## config.mk

```make
export PLATFORM = sky130hd
export DESIGN_NAME = rdv_lane
export DESIGN_NICKNAME = d
export VERILOG_FILES = /design/src/rdv_pkg.sv /design/src/rdv_lane.sv
export SDC_FILE = /design/constraint.sdc
export NUM_CORES = 1
export LEC_CHECK = 0
export BUFFER_PORTS_ARGS = -buffer_cell sky130_fd_sc_hd__buf_4
export CAP_MARGIN = 40
export CORE_MARGIN = 2
export CORE_UTILIZATION = 45
export DETAILED_ROUTE_END_ITERATION = 7
export MAX_ROUTING_LAYER = met4
export PLACE_DENSITY = 0.7
export SETUP_SLACK_MARGIN = 0.2
export SLEW_MARGIN = 20
export SYNTH_ARGS = -nofsm -noshare
export SYNTH_HDL_FRONTEND = slang
export SYNTH_SLANG_ARGS = --single-unit
```

## constraint.sdc

```tcl
create_clock -name vclk -period 11.5
set_input_delay 2.3 -clock vclk [all_inputs]
set_output_delay 2.3 -clock vclk [all_outputs]
set_load 0.1 [all_outputs]
```

## src/rdv_pkg.sv

```systemverilog
// Package for the radial devignetting core: shared widths, register indices and the divider result struct.
// No dependencies.
package rdv_pkg;

  localparam int CoordW = 24;
  localparam int CompW  = 16;
  localparam int KW     = 21;
  localparam int GainW  = 15;
  localparam int NumRegs = 5;

  localparam logic [2:0] RegK1    = 3'd0;
  localparam logic [2:0] RegK2    = 3'd1;
  localparam logic [2:0] RegK3    = 3'd2;
  localparam logic [2:0] RegStep  = 3'd3;
  localparam logic [2:0] RegScale = 3'd4;

  // Divider result: the gain together with its valid strobe.
  typedef struct packed {
    logic             valid;
    logic [GainW-1:0] gain;
  } gain_cmd_t;

endpackage

```

## src/rdv_lane.sv

```systemverilog
// One component lane: applies the gain with rounding and saturation.
// Depends on rdv_pkg.
module rdv_lane #(
  parameter int GainFrac = 10
) (
  input  logic [rdv_pkg::CompW-1:0] comp_i,
  input  logic [rdv_pkg::GainW-1:0] gain_i,
  output logic [rdv_pkg::CompW-1:0] out_o
);
  logic [rdv_pkg::CompW+rdv_pkg::GainW:0] prod;
  logic [rdv_pkg::CompW+rdv_pkg::GainW:0] shf;
  localparam logic [rdv_pkg::CompW+rdv_pkg::GainW:0] Half =
    (rdv_pkg::CompW+rdv_pkg::GainW+1)'(1) << (GainFrac-1);

  always_comb begin
    prod = (rdv_pkg::CompW+rdv_pkg::GainW+1)'(comp_i) *
           (rdv_pkg::CompW+rdv_pkg::GainW+1)'(gain_i) + Half;
    shf  = prod >> GainFrac;
    out_o = (|shf[rdv_pkg::CompW+rdv_pkg::GainW:rdv_pkg::CompW]) ?
            {rdv_pkg::CompW{1'b1}} : shf[rdv_pkg::CompW-1:0];
  end
endmodule

```

## Yosys cells after proc, flatten, opt, wreduce, memory -nomap -nowiden

Cells that the tools add are included.

- Register bits after elaboration: 0
- Input bits: 31
- Output and inout bits: 16
- Logic and storage cells: 4

- Add/subtract/negate cells: 1
- Multipliers: 1
- Muxes and demuxes: 1
- Reductions and logical operators: 1

Operators by type and width:

| operator | number |
|---|---|
| $add A31 B10 Y32 const B | 1 |
| $mul A16 B15 Y31 | 1 |
| $mux W16 | 1 |
| $reduce_or A6 Y1 | 1 |

## Depth between registers and ports, before layout

- Depth in word-level cells: 4
- Mapped depth: 25
- Gate-level depth less buffers: 22

## Worst setup path after synthesis

Ideal clock, no wire load.

- Path type: in2out
- From: in comp_i[7] (netlist bit)
- To: out out_o[10] (netlist bit)
- Arrival: 8.772 ns
- Required time: 9.200 ns
- Setup slack: 0.428 ns
- Stages on the path: 23
- Path through: clkbuf_1 > nand2_1 > fa_1 > inv_1 > fa_1 > inv_1 > fa_1 > inv_1 > fa_1 > fa_1 > inv_1 > fa_1 > inv_1 > ha_1 > a21o_1 > a21o_1 > a31oi_1 > o2111ai_2 > o211ai_2 > a21oi_1 > nor4b_4 > buf_6 > nand4_1

- Longest elaborated chain between the ends: 4

Ends and longest elaborated chain:

| what | RTL line | RTL |
|---|---|---|
| from (decl) | rdv_lane.sv:6 | `input logic [rdv_pkg::CompW-1:0] comp_i,` |
| $mul A16 B15 Y31 * | rdv_lane.sv:16 | `prod = (rdv_pkg::CompW+rdv_pkg::GainW+1)'(comp_i) *` |
| $add A31 B10 Y32 * | rdv_lane.sv:17 | `(rdv_pkg::CompW+rdv_pkg::GainW+1)'(gain_i) + Half;` |
| $reduce_or A6 Y1 | rdv_lane.sv:19 | `out_o = (\|shf[rdv_pkg::CompW+rdv_pkg::GainW:rdv_pkg::CompW]) ?` |
| $mux W16 * | rdv_lane.sv:19 |  |
| to (decl) | rdv_lane.sv:8 | `output logic [rdv_pkg::CompW-1:0] out_o` |

Mark *: on every way between the ends. The rest lies on a longest branch, timed or not.

## Worst setup path in the final report

- From: in gain_i[6] (netlist bit)
- To: out out_o[15] (netlist bit)

- Longest elaborated chain between the ends: 4

Ends and longest elaborated chain:

| what | RTL line | RTL |
|---|---|---|
| from (decl) | rdv_lane.sv:7 | `input logic [rdv_pkg::GainW-1:0] gain_i,` |
| $mul A16 B15 Y31 * | rdv_lane.sv:16 |  |
| $add A31 B10 Y32 * | rdv_lane.sv:17 |  |
| $reduce_or A6 Y1 | rdv_lane.sv:19 |  |
| $mux W16 * | rdv_lane.sv:19 |  |

Marked as above.

==> insert_results.sql <==
INSERT INTO impl_metrics (metric_group, metric, value, unit) VALUES
('placement', 'buffer_ports.inserted', '47', ''),
('floorplan', 'dieArea', '20300', 'sq um'),
('logic_synthesis', 'synth_nets', '1345', ''),
('critical_path', 'worstPathMaxFanout', '16', ''),
('sta', 'report.final.hold_viol_count', '0', ''),
('logic_synthesis', 'yosysWarningCount', '0', ''),
('sta', 'max_slew.worst_pin.slew', '507', 'ps'),
('final_layout', 'area_taken_by_flip_flops_and_latches', '0', 'sq um'),
('final_layout', 'n_antenna_cell', '0', ''),
('global_route', 'vias_in_the_first_global_route', '7178', ''),
('worst_hold_path', 'worst_hold_path_type', 'in2out', ''),
('critical_path', 'cp_common_cell', 'sky130_fd_sc_hd__fa_1', ''),
('floorplan', 'start_util', '45.9', '%'),
('floorplan', 'die_w', '142', 'um'),
('drt', 'detailedRoute.firstIterationViolations', '302', ''),
('placement', 'gpl.final_weighted_congestion', '0.919', ''),
('sta', 'final_min_period_over_clock_period', '95.5', '%'),
('sta', 'setup_tns', '0', 'ps'),
('floorplan', 'die-height', '142', 'um'),
('logic_synthesis', 'synth.distinct_cells', '54', ''),
('drt', 'antenna_left', '0', ''),
('logic_synthesis', 'post_synth_most_frequent_cells', '226 x sky130_fd_sc_hd__inv_1, 182 x sky130_fd_sc_hd__fa_1, 144 x sky130_fd_sc_hd__nand2_1', ''),
('floorplan', 'top_level_ports', '47', ''),
('logic_synthesis', 'synth.yosys.seq_area_share', '0', '%'),
('logic_synthesis', 'netlist.area_leader.share', '42.3', '%'),
('final_layout', 'numSequentialCells', '0', ''),
('critical_path', 'max_stage_delay', '550', 'ps'),
('global_route', 'grt_max_degree', '17', ''),
('floorplan', 'placement_rows', '50', ''),
('logic_synthesis', 'post-synth-top-count-cell', 'sky130_fd_sc_hd__inv_1', ''),
('floorplan', 'design.core.area', '18800', 'sq um'),
('sta', 'max_freq', '0.0911', 'GHz'),
('cts', 'post_cts_hold_buffer_count', '0', ''),
('placement', 'hpwlAfterDp', '16700', 'um'),
('critical_path', 'timing.critical_path.max_delay_family', 'adder cells', ''),
('sta', 'final-setup-viol-count', '0', ''),
('critical_path', 'worstPathBufferInverterCount', '7', ''),
('final_layout', 'drive_above_1_share', '5.91', '%'),
('logic_synthesis', 'synth.top_cells.by_area', 'sky130_fd_sc_hd__fa_1 42%, sky130_fd_sc_hd__ha_1 15%, sky130_fd_sc_hd__inv_1 9.8%, sky130_fd_sc_hd__and2_1 8.5%, sky130_fd_sc_hd__nand2_1 6.3%', ''),
('flow_run', 'max_cap_violation_count', '0', ''),
('drt', 'via_per_inst', '5.50', ''),
('sta', 'rsz0062_at_grt', 'no', ''),
('critical_path', 'worstPathArrival', '8680', 'ps'),
('drt', 'drt-pass1-iter-count', '7', ''),
('drt', 'remaining_drc_errors', '0', ''),
('critical_path', 'cp_cell_sequence', 'buf_4 > nand2_1 > fa_1 > inv_1 > fa_1 > inv_1 > fa_1 > inv_1 > fa_1 > fa_1 > inv_1 > fa_1 > inv_1 > ha_1 > a21o_1 > a21o_1 > a31oi_1 > o2111ai_2 > a41oi_1 > mux2_2 > nor4_1 > nand4b_1 > buf_4', ''),
('logic_synthesis', 'avgSynthCellArea', '8.40', 'sq um'),
('critical_path', 'slowest_stage', 'sky130_fd_sc_hd__fa_1', ''),
('sta', 'timing.slew.headroom', '66.0', '%'),
('logic_synthesis', 'synthesized_cell_area', '8620', 'sq um'),
('critical_path', 'path_class', 'in2out', ''),
('outcome', 'status', 'finished, final reports clean', ''),
('global_route', 'grt_use_total', '21.5', '%'),
('final_layout', 'total_of_clock_buffers_placed_in_the_layout', '0', ''),
('global_route', 'grt_pass1_wl', '34500', 'um'),
('critical_path', 'setup.worst_path.end_class', 'primary output', ''),
('drt', 'routed-via-count', '6968', ''),
('logic_synthesis', 'synth_largest_area_cell', 'sky130_fd_sc_hd__fa_1', ''),
('critical_path', 'worstSetupStartpointType', 'input pin', ''),
('sta', 'post-route-min-period', '10980', 'ps'),
('final_layout', 'layout-area-overhead-vs-synth', '5.84', '%'),
('drt', 'postRouteWirelength', '20500', 'um'),
('sta', 'final-max-slew-violation-count', '0', ''),
('logic_synthesis', 'syn_inst', '1026', ''),
('drt', 'wire_length_per_cell_after_detailed_routing', '16.2', 'um'),
('final_layout', 'fin_nets', '1353', ''),
('critical_path', 'timing.critical_path.required', '9200', 'ps'),
('global_route', 'antenna_found_initial', '0', ''),
('global_route', 'overflow', '0', '');
-- final timing paths --
kind | from | to | slack (ps) | depth (start not counted)
worst max-delay path | gain_i[6] | out_o[15] | 520 | 23
worst min-delay path | comp_i[0] | out_o[4] | 5840 | 9
-- cells by family after synthesis --
logic type                 after synthesis  synth area share (%)
buffers and inverters                  272                  12.1
AOI/OAI and AO/OA                       97                  7.99
and+or+nand+nor                        357                  21.0
adders and majority gates              288                  57.7
xor gates and xnor gates                11                  1.12
muxes                                    1                 0.131
-- per-stage QoR --
step	area, sq um	cells	utilization, %	hold WS, ps	worst slack [ps]
CTS	9090	1264	48.5	5820	383
global route	9120	1266	48.6	5930	262
detailed placement	9090	1264	48.5	5820	386
floorplan	8620	1026	-	5810	428
global placement	9090	1264	48.5	5820	459
finish	9120	1266	48.6	5840	519
-- timing repair --
action | in CTS | in global routing
setup endpoints to repair | 0 | 16
buffers inserted | 0 | 1
endpoints found under the hold margin | 0 | 0
gates resized for setup | 0 | 0
-- final cells by class --
cell class | instances | area [sq um]
Fill cell | 1843 | 9650
Inverter | 226 | 848
Multi-Input combinational cell | 754 | 7580
Tap cell | 234 | 293
Timing Repair Buffer | 52 | 403
-- cell usage in the layout (no fill, tap or decap), drive strengths merged, types with 14 or more instances in the layout --
cell type / count
fa: 182
nand2: 144
o21ai: 14
inv: 226
and2: 117
a21oi: 24
ha: 106
nand4: 21
nand3: 15
buf: 52
nor2: 26
-- routing by layer --
layer | vias up | global-route usage, % | routed length (um)
li1 | 3181 | - | -
met1 | 3541 | 27.0 | 8270
met2 | 212 | 38.8 | 10800
met3 | 34 | 0.942 | 896
met4 | 0 | 4.85 | 459
met5 | - | - | 0
-- worst min-delay path, delay by kind of cell --
family | cells | cell delay (ps)
AO/OA/AOI/OAI | 2 | 300
XOR/XNOR | 1 | 140
AND/OR/NAND/NOR | 4 | 340
buffers and inverters | 2 | 450
Power is left out: the tool's default activity adds up to more than one toggle a clock period on the data nets, which glitch-free logic cannot reach.
