## src/rdv_pkg.sv

```systemverilog
// Package for the radial devignetting core: shared widths, register indices and the divider result struct.
// No dependencies.
package rdv_pkg;

  localparam int CoordW = 24;
  localparam int CompW  = 16;
  localparam int KW     = 21;
  localparam int GainW  = 15;
  localparam int NumRegs = 5;

  localparam logic [2:0] RegK1    = 3'd0;
  localparam logic [2:0] RegK2    = 3'd1;
  localparam logic [2:0] RegK3    = 3'd2;
  localparam logic [2:0] RegStep  = 3'd3;
  localparam logic [2:0] RegScale = 3'd4;

  // Divider result: the gain together with its valid strobe.
  typedef struct packed {
    logic             valid;
    logic [GainW-1:0] gain;
  } gain_cmd_t;

endpackage

```

## src/rdv_div.sv

```systemverilog
// Restoring divider: gain = 2^(GainFrac+20) / c, one quotient bit per cycle.
// Depends on rdv_pkg.
module rdv_div #(
  parameter int GainFrac = 10
) (
  input  logic                       clk_i,
  input  logic                       rst_ni,
  input  logic                       start_i,
  input  logic signed [47:0]         den_i,
  output rdv_pkg::gain_cmd_t         res_o
);
  localparam int NumW = GainFrac + 21;
  localparam int CntW = $clog2(NumW + 1);

  logic [CntW-1:0] cnt_q, cnt_d;
  logic            busy_q, busy_d;
  logic [47:0]     den_q, den_d;
  logic [48:0]     rem_q, rem_d;
  logic [NumW-1:0] quo_q, quo_d;
  logic            done_q, done_d;
  logic [48:0]     trial;
  logic [NumW-1:0] numer;

  assign numer = NumW'(1) << (GainFrac + 20);

  always_comb begin
    cnt_d = cnt_q; busy_d = busy_q; den_d = den_q; rem_d = rem_q;
    quo_d = quo_q; done_d = 1'b0;
    trial = '0;
    if (start_i) begin
      busy_d = 1'b1;
      cnt_d  = CntW'(NumW);
      den_d  = den_i;
      rem_d  = '0;
      quo_d  = '0;
      if (den_i <= 0) begin
        busy_d = 1'b0;
        done_d = 1'b1;
        den_d  = '0;
      end
    end else if (busy_q) begin
      trial = {rem_q[47:0], numer[cnt_q - CntW'(1)]};
      if (trial >= {1'b0, den_q}) begin
        rem_d = trial - {1'b0, den_q};
        quo_d = {quo_q[NumW-2:0], 1'b1};
      end else begin
        rem_d = trial;
        quo_d = {quo_q[NumW-2:0], 1'b0};
      end
      cnt_d = cnt_q - CntW'(1);
      if (cnt_q == CntW'(1)) begin
        busy_d = 1'b0;
        done_d = 1'b1;
      end
    end
  end

  always_ff @(posedge clk_i or negedge rst_ni) begin
    if (!rst_ni) begin
      cnt_q <= '0; busy_q <= 1'b0; done_q <= 1'b0;
    end else begin
      cnt_q <= cnt_d; busy_q <= busy_d; done_q <= done_d;
    end
  end

  always_ff @(posedge clk_i) begin
    den_q <= den_d; rem_q <= rem_d; quo_q <= quo_d;
  end

  always_comb begin
    res_o.valid = done_q;
    if (den_q == '0) res_o.gain = '0;
    else if (|quo_q[NumW-1:rdv_pkg::GainW]) res_o.gain = {rdv_pkg::GainW{1'b1}};
    else res_o.gain = quo_q[rdv_pkg::GainW-1:0];
  end
endmodule

```

## config.mk

```make
export PLATFORM = sky130hd
export DESIGN_NAME = rdv_div
export DESIGN_NICKNAME = d
export VERILOG_FILES = /design/src/rdv_pkg.sv /design/src/rdv_div.sv
export SDC_FILE = /design/constraint.sdc
export NUM_CORES = 1
export LEC_CHECK = 0
export BUFFER_PORTS_ARGS = -buffer_cell sky130_fd_sc_hd__buf_4
export CORE_ASPECT_RATIO = 0.5
export CORE_MARGIN = 3
export CORE_UTILIZATION = 60
export CTS_CLUSTER_DIAMETER = 120
export DETAILED_ROUTE_END_ITERATION = 6
export GPL_ROUTABILITY_DRIVEN = 0
export PLACE_DENSITY = 0.9
export SYNTH_ARGS = -nofsm -noshare
export SYNTH_HDL_FRONTEND = slang
export SYNTH_SLANG_ARGS = --single-unit
```

## constraint.sdc

```tcl
create_clock -name clk_i -period 4.59 [get_ports clk_i]
set_input_delay 0.6885 -clock clk_i [delete_from_list [all_inputs] [get_ports clk_i]]
set_output_delay 0.6885 -clock clk_i [all_outputs]
set_load 0.02 [all_outputs]
```

After elaboration in Yosys (flattened, before gate mapping)
Memory sizes are Yosys's and may differ from the RTL's.
Cells that the tools add are included.

word-level totals
  register bits after elaboration = 134
  ROM bits = 32
  output and inout port bits = 16
  logic and storage cells = 31
  memories kept = 1

memory list
  name             words  width  read ports  clocked after Yosys merged registers in  wr ports  line           text
  (no name shown)  32     1      1           0                                        0         rdv_div.sv:42  trial = {rem_q[47:0], numer[cnt_q - CntW'(1)]};

operators by class
  add/sub/neg operators = 2
  magnitude comparators = 3
  equality and inequality tests = 1
  multiplexer cells = 15
  reductions and logical operators = 3

operator list
  cell                   number
  $ge A49 B48 Y1         1
  $le A48 B1 Y1 const B  1
  $logic_not A48 Y1      1
  $mux W48               1
  $sub A48 B48 Y48       1
  $mux W15               2
  $reduce_or A16 Y1      1
  $mux W1                10
  $mux W5                2
  $lt A5 B6 Y1 const B   1
  $eq A5 B1 Y1 const B   1
  $sub A5 B1 Y5 const B  1
  $reduce_bool A2 Y1     1

Depth between registers and ports, before layout
  depth in word-level cells = 5
  mapped depth = 18
  gate-level depth less buffers = 17

Worst setup path after synthesis
OpenSTA, ideal clock, no wires.

  kind = reg-to-reg
  start point = reg cnt_q[0]
  end point = reg rem_q[30]
  library setup time = 0.086 ns
  arrival = 3.886 ns
  slack = 0.619 ns
  cell stages (with the launch flop) = 18
  buffers on the path = 0
  clock period less this slack = 3.971 ns
  cells stage by stage = dfrtp_1 > or4_1 > nand2_1 > nand3b_1 > a21o_1 > ha_1 > fa_1 > nor2b_1 > o2111ai_1 > a2111oi_0 > nor2_1 > a2111oi_2 > o21ai_0 > a211oi_1 > o31a_1 > or3_1 > nand3_1 > a211oi_1

between the ends
  cells in the longest elaborated chain, start to end = 5
  elaborated cells on any way between the ends = 6
  classes of those cells = 2 x add/sub; 1 x order compare; 2 x mux; 1 x memory

ends and longest elaborated chain
  what                                                       line                          text
  start, declared                                            rdv_div.sv:15                 logic [CntW-1:0] cnt_q, cnt_d;
  start signal, assigned                                     rdv_div.sv:62                 cnt_q <= cnt_d; busy_q <= busy_d; done_q <= done_d;
  $sub A5 B1 Y5 (*)                                          rdv_div.sv:42
  $mem_v2 Z32 W1 (*)                                         n/a
  $mux W1 (not written as such) (*)                          rdv_div.sv:42
  $sub A48 B48 Y48 / $ge A49 B48 Y1 (equally long branches)  rdv_div.sv:44, rdv_div.sv:43
  $mux W48 (*)                                               rdv_div.sv:43                 if (trial >= {1'b0, den_q}) begin
  end signal, assigned                                       rdv_div.sv:67                 den_q <= den_d; rem_q <= rem_d; quo_q <= quo_d;
  end, declared                                              rdv_div.sv:18                 logic [48:0] rem_q, rem_d;

Mark *: on every way between the ends. The rest lies on a longest branch, timed or not. The select of a mux whose other input is x is not followed.
A chain may end at the register's enable or synchronous reset.

Final worst setup path
  start point = reg cnt_q[0]
  end point = reg rem_q[3]

Same word-level chain as after synthesis.

==> qor.yml <==
die:
  start_util: 0.626
  core-area_um2: 13900
  ioPinCount: 67
  rows: 30
  die_w_um: 176
  dieArea_um2: 16000
  die_y_um: 91.0
setup_path:
  slowest_stage: "or4_1"
  worstSetupStartpointType: "flop"
  slowest_delay_ns: 0.53
  critPathCaptureType: "flop"
  crit_type: "flop to flop"
  cp.arrival_ns: 4.71
  cp.required_ns: 4.92
  crit_fanout: 6
  crit_path_cell_trace: "or4_1 > nand2_1 > nand3b_1 > a21o_1 > ha_1 > nor2b_1 > o21ai_2 > a21boi_1 > o31a_1 > o21bai_2 > a31oi_1 > a41o_1 > a221oi_4 > o21a_1 > or3_1 > a311oi_2"
sta:
  hold_viol: 0
  timing.final.setup_violations: 0
  slew_headroom: 0.327
  tightest_slew_ns: 1.00
  finalCritPeriodShare: 0.954
  achievable-frequency_ghz: 0.228
  fin_crit_ns: 4.38
  skew_ns: 0.0104
  drv_slew: 0
yosys:
  synth_edf_count: 48
  synth_area_leader_cell: "dfxtp_1"
  synth_ff_type: "dfxtp_1"
  ys_seq_area_frac: 0.369
  synthCells: 1019
  synth_top_area_frac: 0.182
  syn_nets: 1121
  synth_common_cells: "nor2_1 (129), nand2_1 (119), dfxtp_1 (79), inv_1 (66), a21oi_1 (54)"
  synth_area_um2: 8670
  ys_warn_count: 0
  syn_avg_cell_area_um2: 8.51
  synthTopCellsByArea: "dfxtp_1 (18%), edfxtp_1 (17%), ha_1 (7.2%), nor2_1 (5.6%), nand2_1 (5.2%)"
  ys_seq_elements: 134
  yosysUniqueCellTypes: 64
  synth_most_common_cell: "nor2_1"
  synthArstFlopShare: 0.0522
place:
  numPortBuffers: 66
  place_area_um2: 9230
  dp_hpwl_mm: 15.5
  place_inst: 1227
cts:
  cts.sinks: 134
  clockRootBuffer: "clkbuf_16"
  htreeDepth: 4
  cts-buffers-inserted: 17
  cts_tree: "yes"
  path_clk_slew_ns: 0.07
  insertion_delay_ns: 0.43
  clock_path_buffers: 2
drt:
  ant_nets: 0
  drc: 0
  drt_wl_total_mm: 22.5
  drt_iter0_markers: 809
  routed_via_density: 6.26
  vias: 7882
  wl_per_cell_um: 17.8
  drt_pass1_iterations: 6
grt:
  grt_pass1_wl_mm: 36.9
  antenna_found_initial: 0
  grt-ovfl-total: 0
  grt_usage: 0.282
  grt_pass1_vias: 7707
  grt_max_degree: 77
cells_and_area:
  antennaDiodeCount: 0
  stdcell_area_um2: 9840
  final_cells: 1260
  drive_gt1_frac: 0.132
  area.growth.synth_to_final_pct: 13.4
  nFillCells: 976
  layout.nets: 1157
min_path:
  hp-class: "input port to asynchronous set/reset pin"
status:
  run_status: "completed"
power:
  irDropWorstVdd_uv: 166
  finalPower_uw: 3780
  leakage_uw: 0.00412
  power_density_nw_per_um2: 384
flow_run:
  maxCapViolCount: 0
[layout by cell type, fill, tap and decap left out, drive strengths merged, types with 3 or more instances in the layout]
master	n
nor2	129
nand2	119
dfxtp	79
buf	74
inv	74
a21oi	54
ha	50
and2	48
edfxtp	48
a311oi	37
nor4	34
o21ai	33
xnor2	31
mux2i	31
a21o	25
clkbuf	20
nand4	17
o21bai	14
nor3	13
nand3	13
xor2	13
a31oi	11
nand2b	10
a211oi	10
nor2b	8
o211ai	8
dfrtp	7
o21a	6
clkinv	5
or3	4
o31ai	4
o22ai	4
a2bb2oi	4
or4	3
and3	3
a2111oi	3
[flip-flops by register name, indices dropped and copies added (netlist names)]
register and cells:
busy_q 1, cnt_q 5, den_q 48, done_q 1
quo_q 31, rem_q 48
[logic make-up (layout without fill, tap and decap cells)]
family          after synthesis  count (layout)  share of synthesized area
compound gates              228             228                      0.197
xor+xnor                     44              44                     0.0444
fa+ha+maj                    51              51                     0.0744
buf+inv                     124             173                     0.0594
flops                       134             134                      0.369
mux                          33              33                     0.0384
other cells                   1               1                   0.000432
simple gates                404             404                      0.217
[stage by stage]
step | setup TNS, ns | util | setup slack (ns) | hold WS (ns)
after floorplan | 0 | - | 0.619 | 0.393
after global placement | 0 | 0.667 | 0.305 | 0.477
after detailed placement | 0 | 0.667 | 0.185 | 0.486
after CTS | 0 | 0.706 | 0.127 | 0.0632
after global routing | -0.0524 | 0.710 | -0.0137 | 0.0546
final | 0 | 0.710 | 0.211 | 0.0594
[path summary, 6_finish.rpt]
check                         start       end  slack, ns  cells after the start
setup / recovery           cnt_q[0]  rem_q[3]       0.21                     16
min in group clk_i         rem_q[5]  rem_q[6]       0.50                      2
hold / removal               rst_ni  cnt_q[2]       0.06                      1
max in group asynchronous    rst_ni    busy_q       4.39                      1
hold reg to reg            rem_q[5]  rem_q[6]       0.50                      2
setup reg to reg           cnt_q[0]  rem_q[3]       0.21                     16
[what timing repair did]
action	CTS	global route
resized for setup	0	9
setup buffers	0	1
setup endpoints to repair	0	29
hold buffers	0	0
[area by class of cell]
cell class | instances | area, um^2 | area share
Tap cell | 192 | 240 | 0.0244
Inverter | 67 | 251 | 0.0256
Clock inverter | 12 | 90.1 | 0.00916
Sequential cell | 134 | 3200 | 0.326
Multi-Input combinational cell | 761 | 5010 | 0.509
Timing Repair Buffer | 74 | 584 | 0.0594
Clock buffer | 20 | 458 | 0.0466
[where the power goes]
group | switching (uW) | internal [uW]
combinational | 647 | 424
sequential | 92.9 | 1320
clock | 561 | 731
total | 1300 | 2480
[worst max-delay path, delay by kind of cell (launching register included)]
family / cells / cell delay [ns]
simple gates: 5 / 1.23
flops: 1 / 0.45
fa+ha+maj: 1 / 0.22
compound gates: 10 / 2.37
[metal layers]
layer,GRT usage,wire [um],vias up
li1,-,-,3710
met1,0.361,9360,3708
met2,0.452,10200,381
met3,0.0681,1990,83
met4,0.131,901,0
met5,0,0,-
Power figures use the tool's default switching activity.
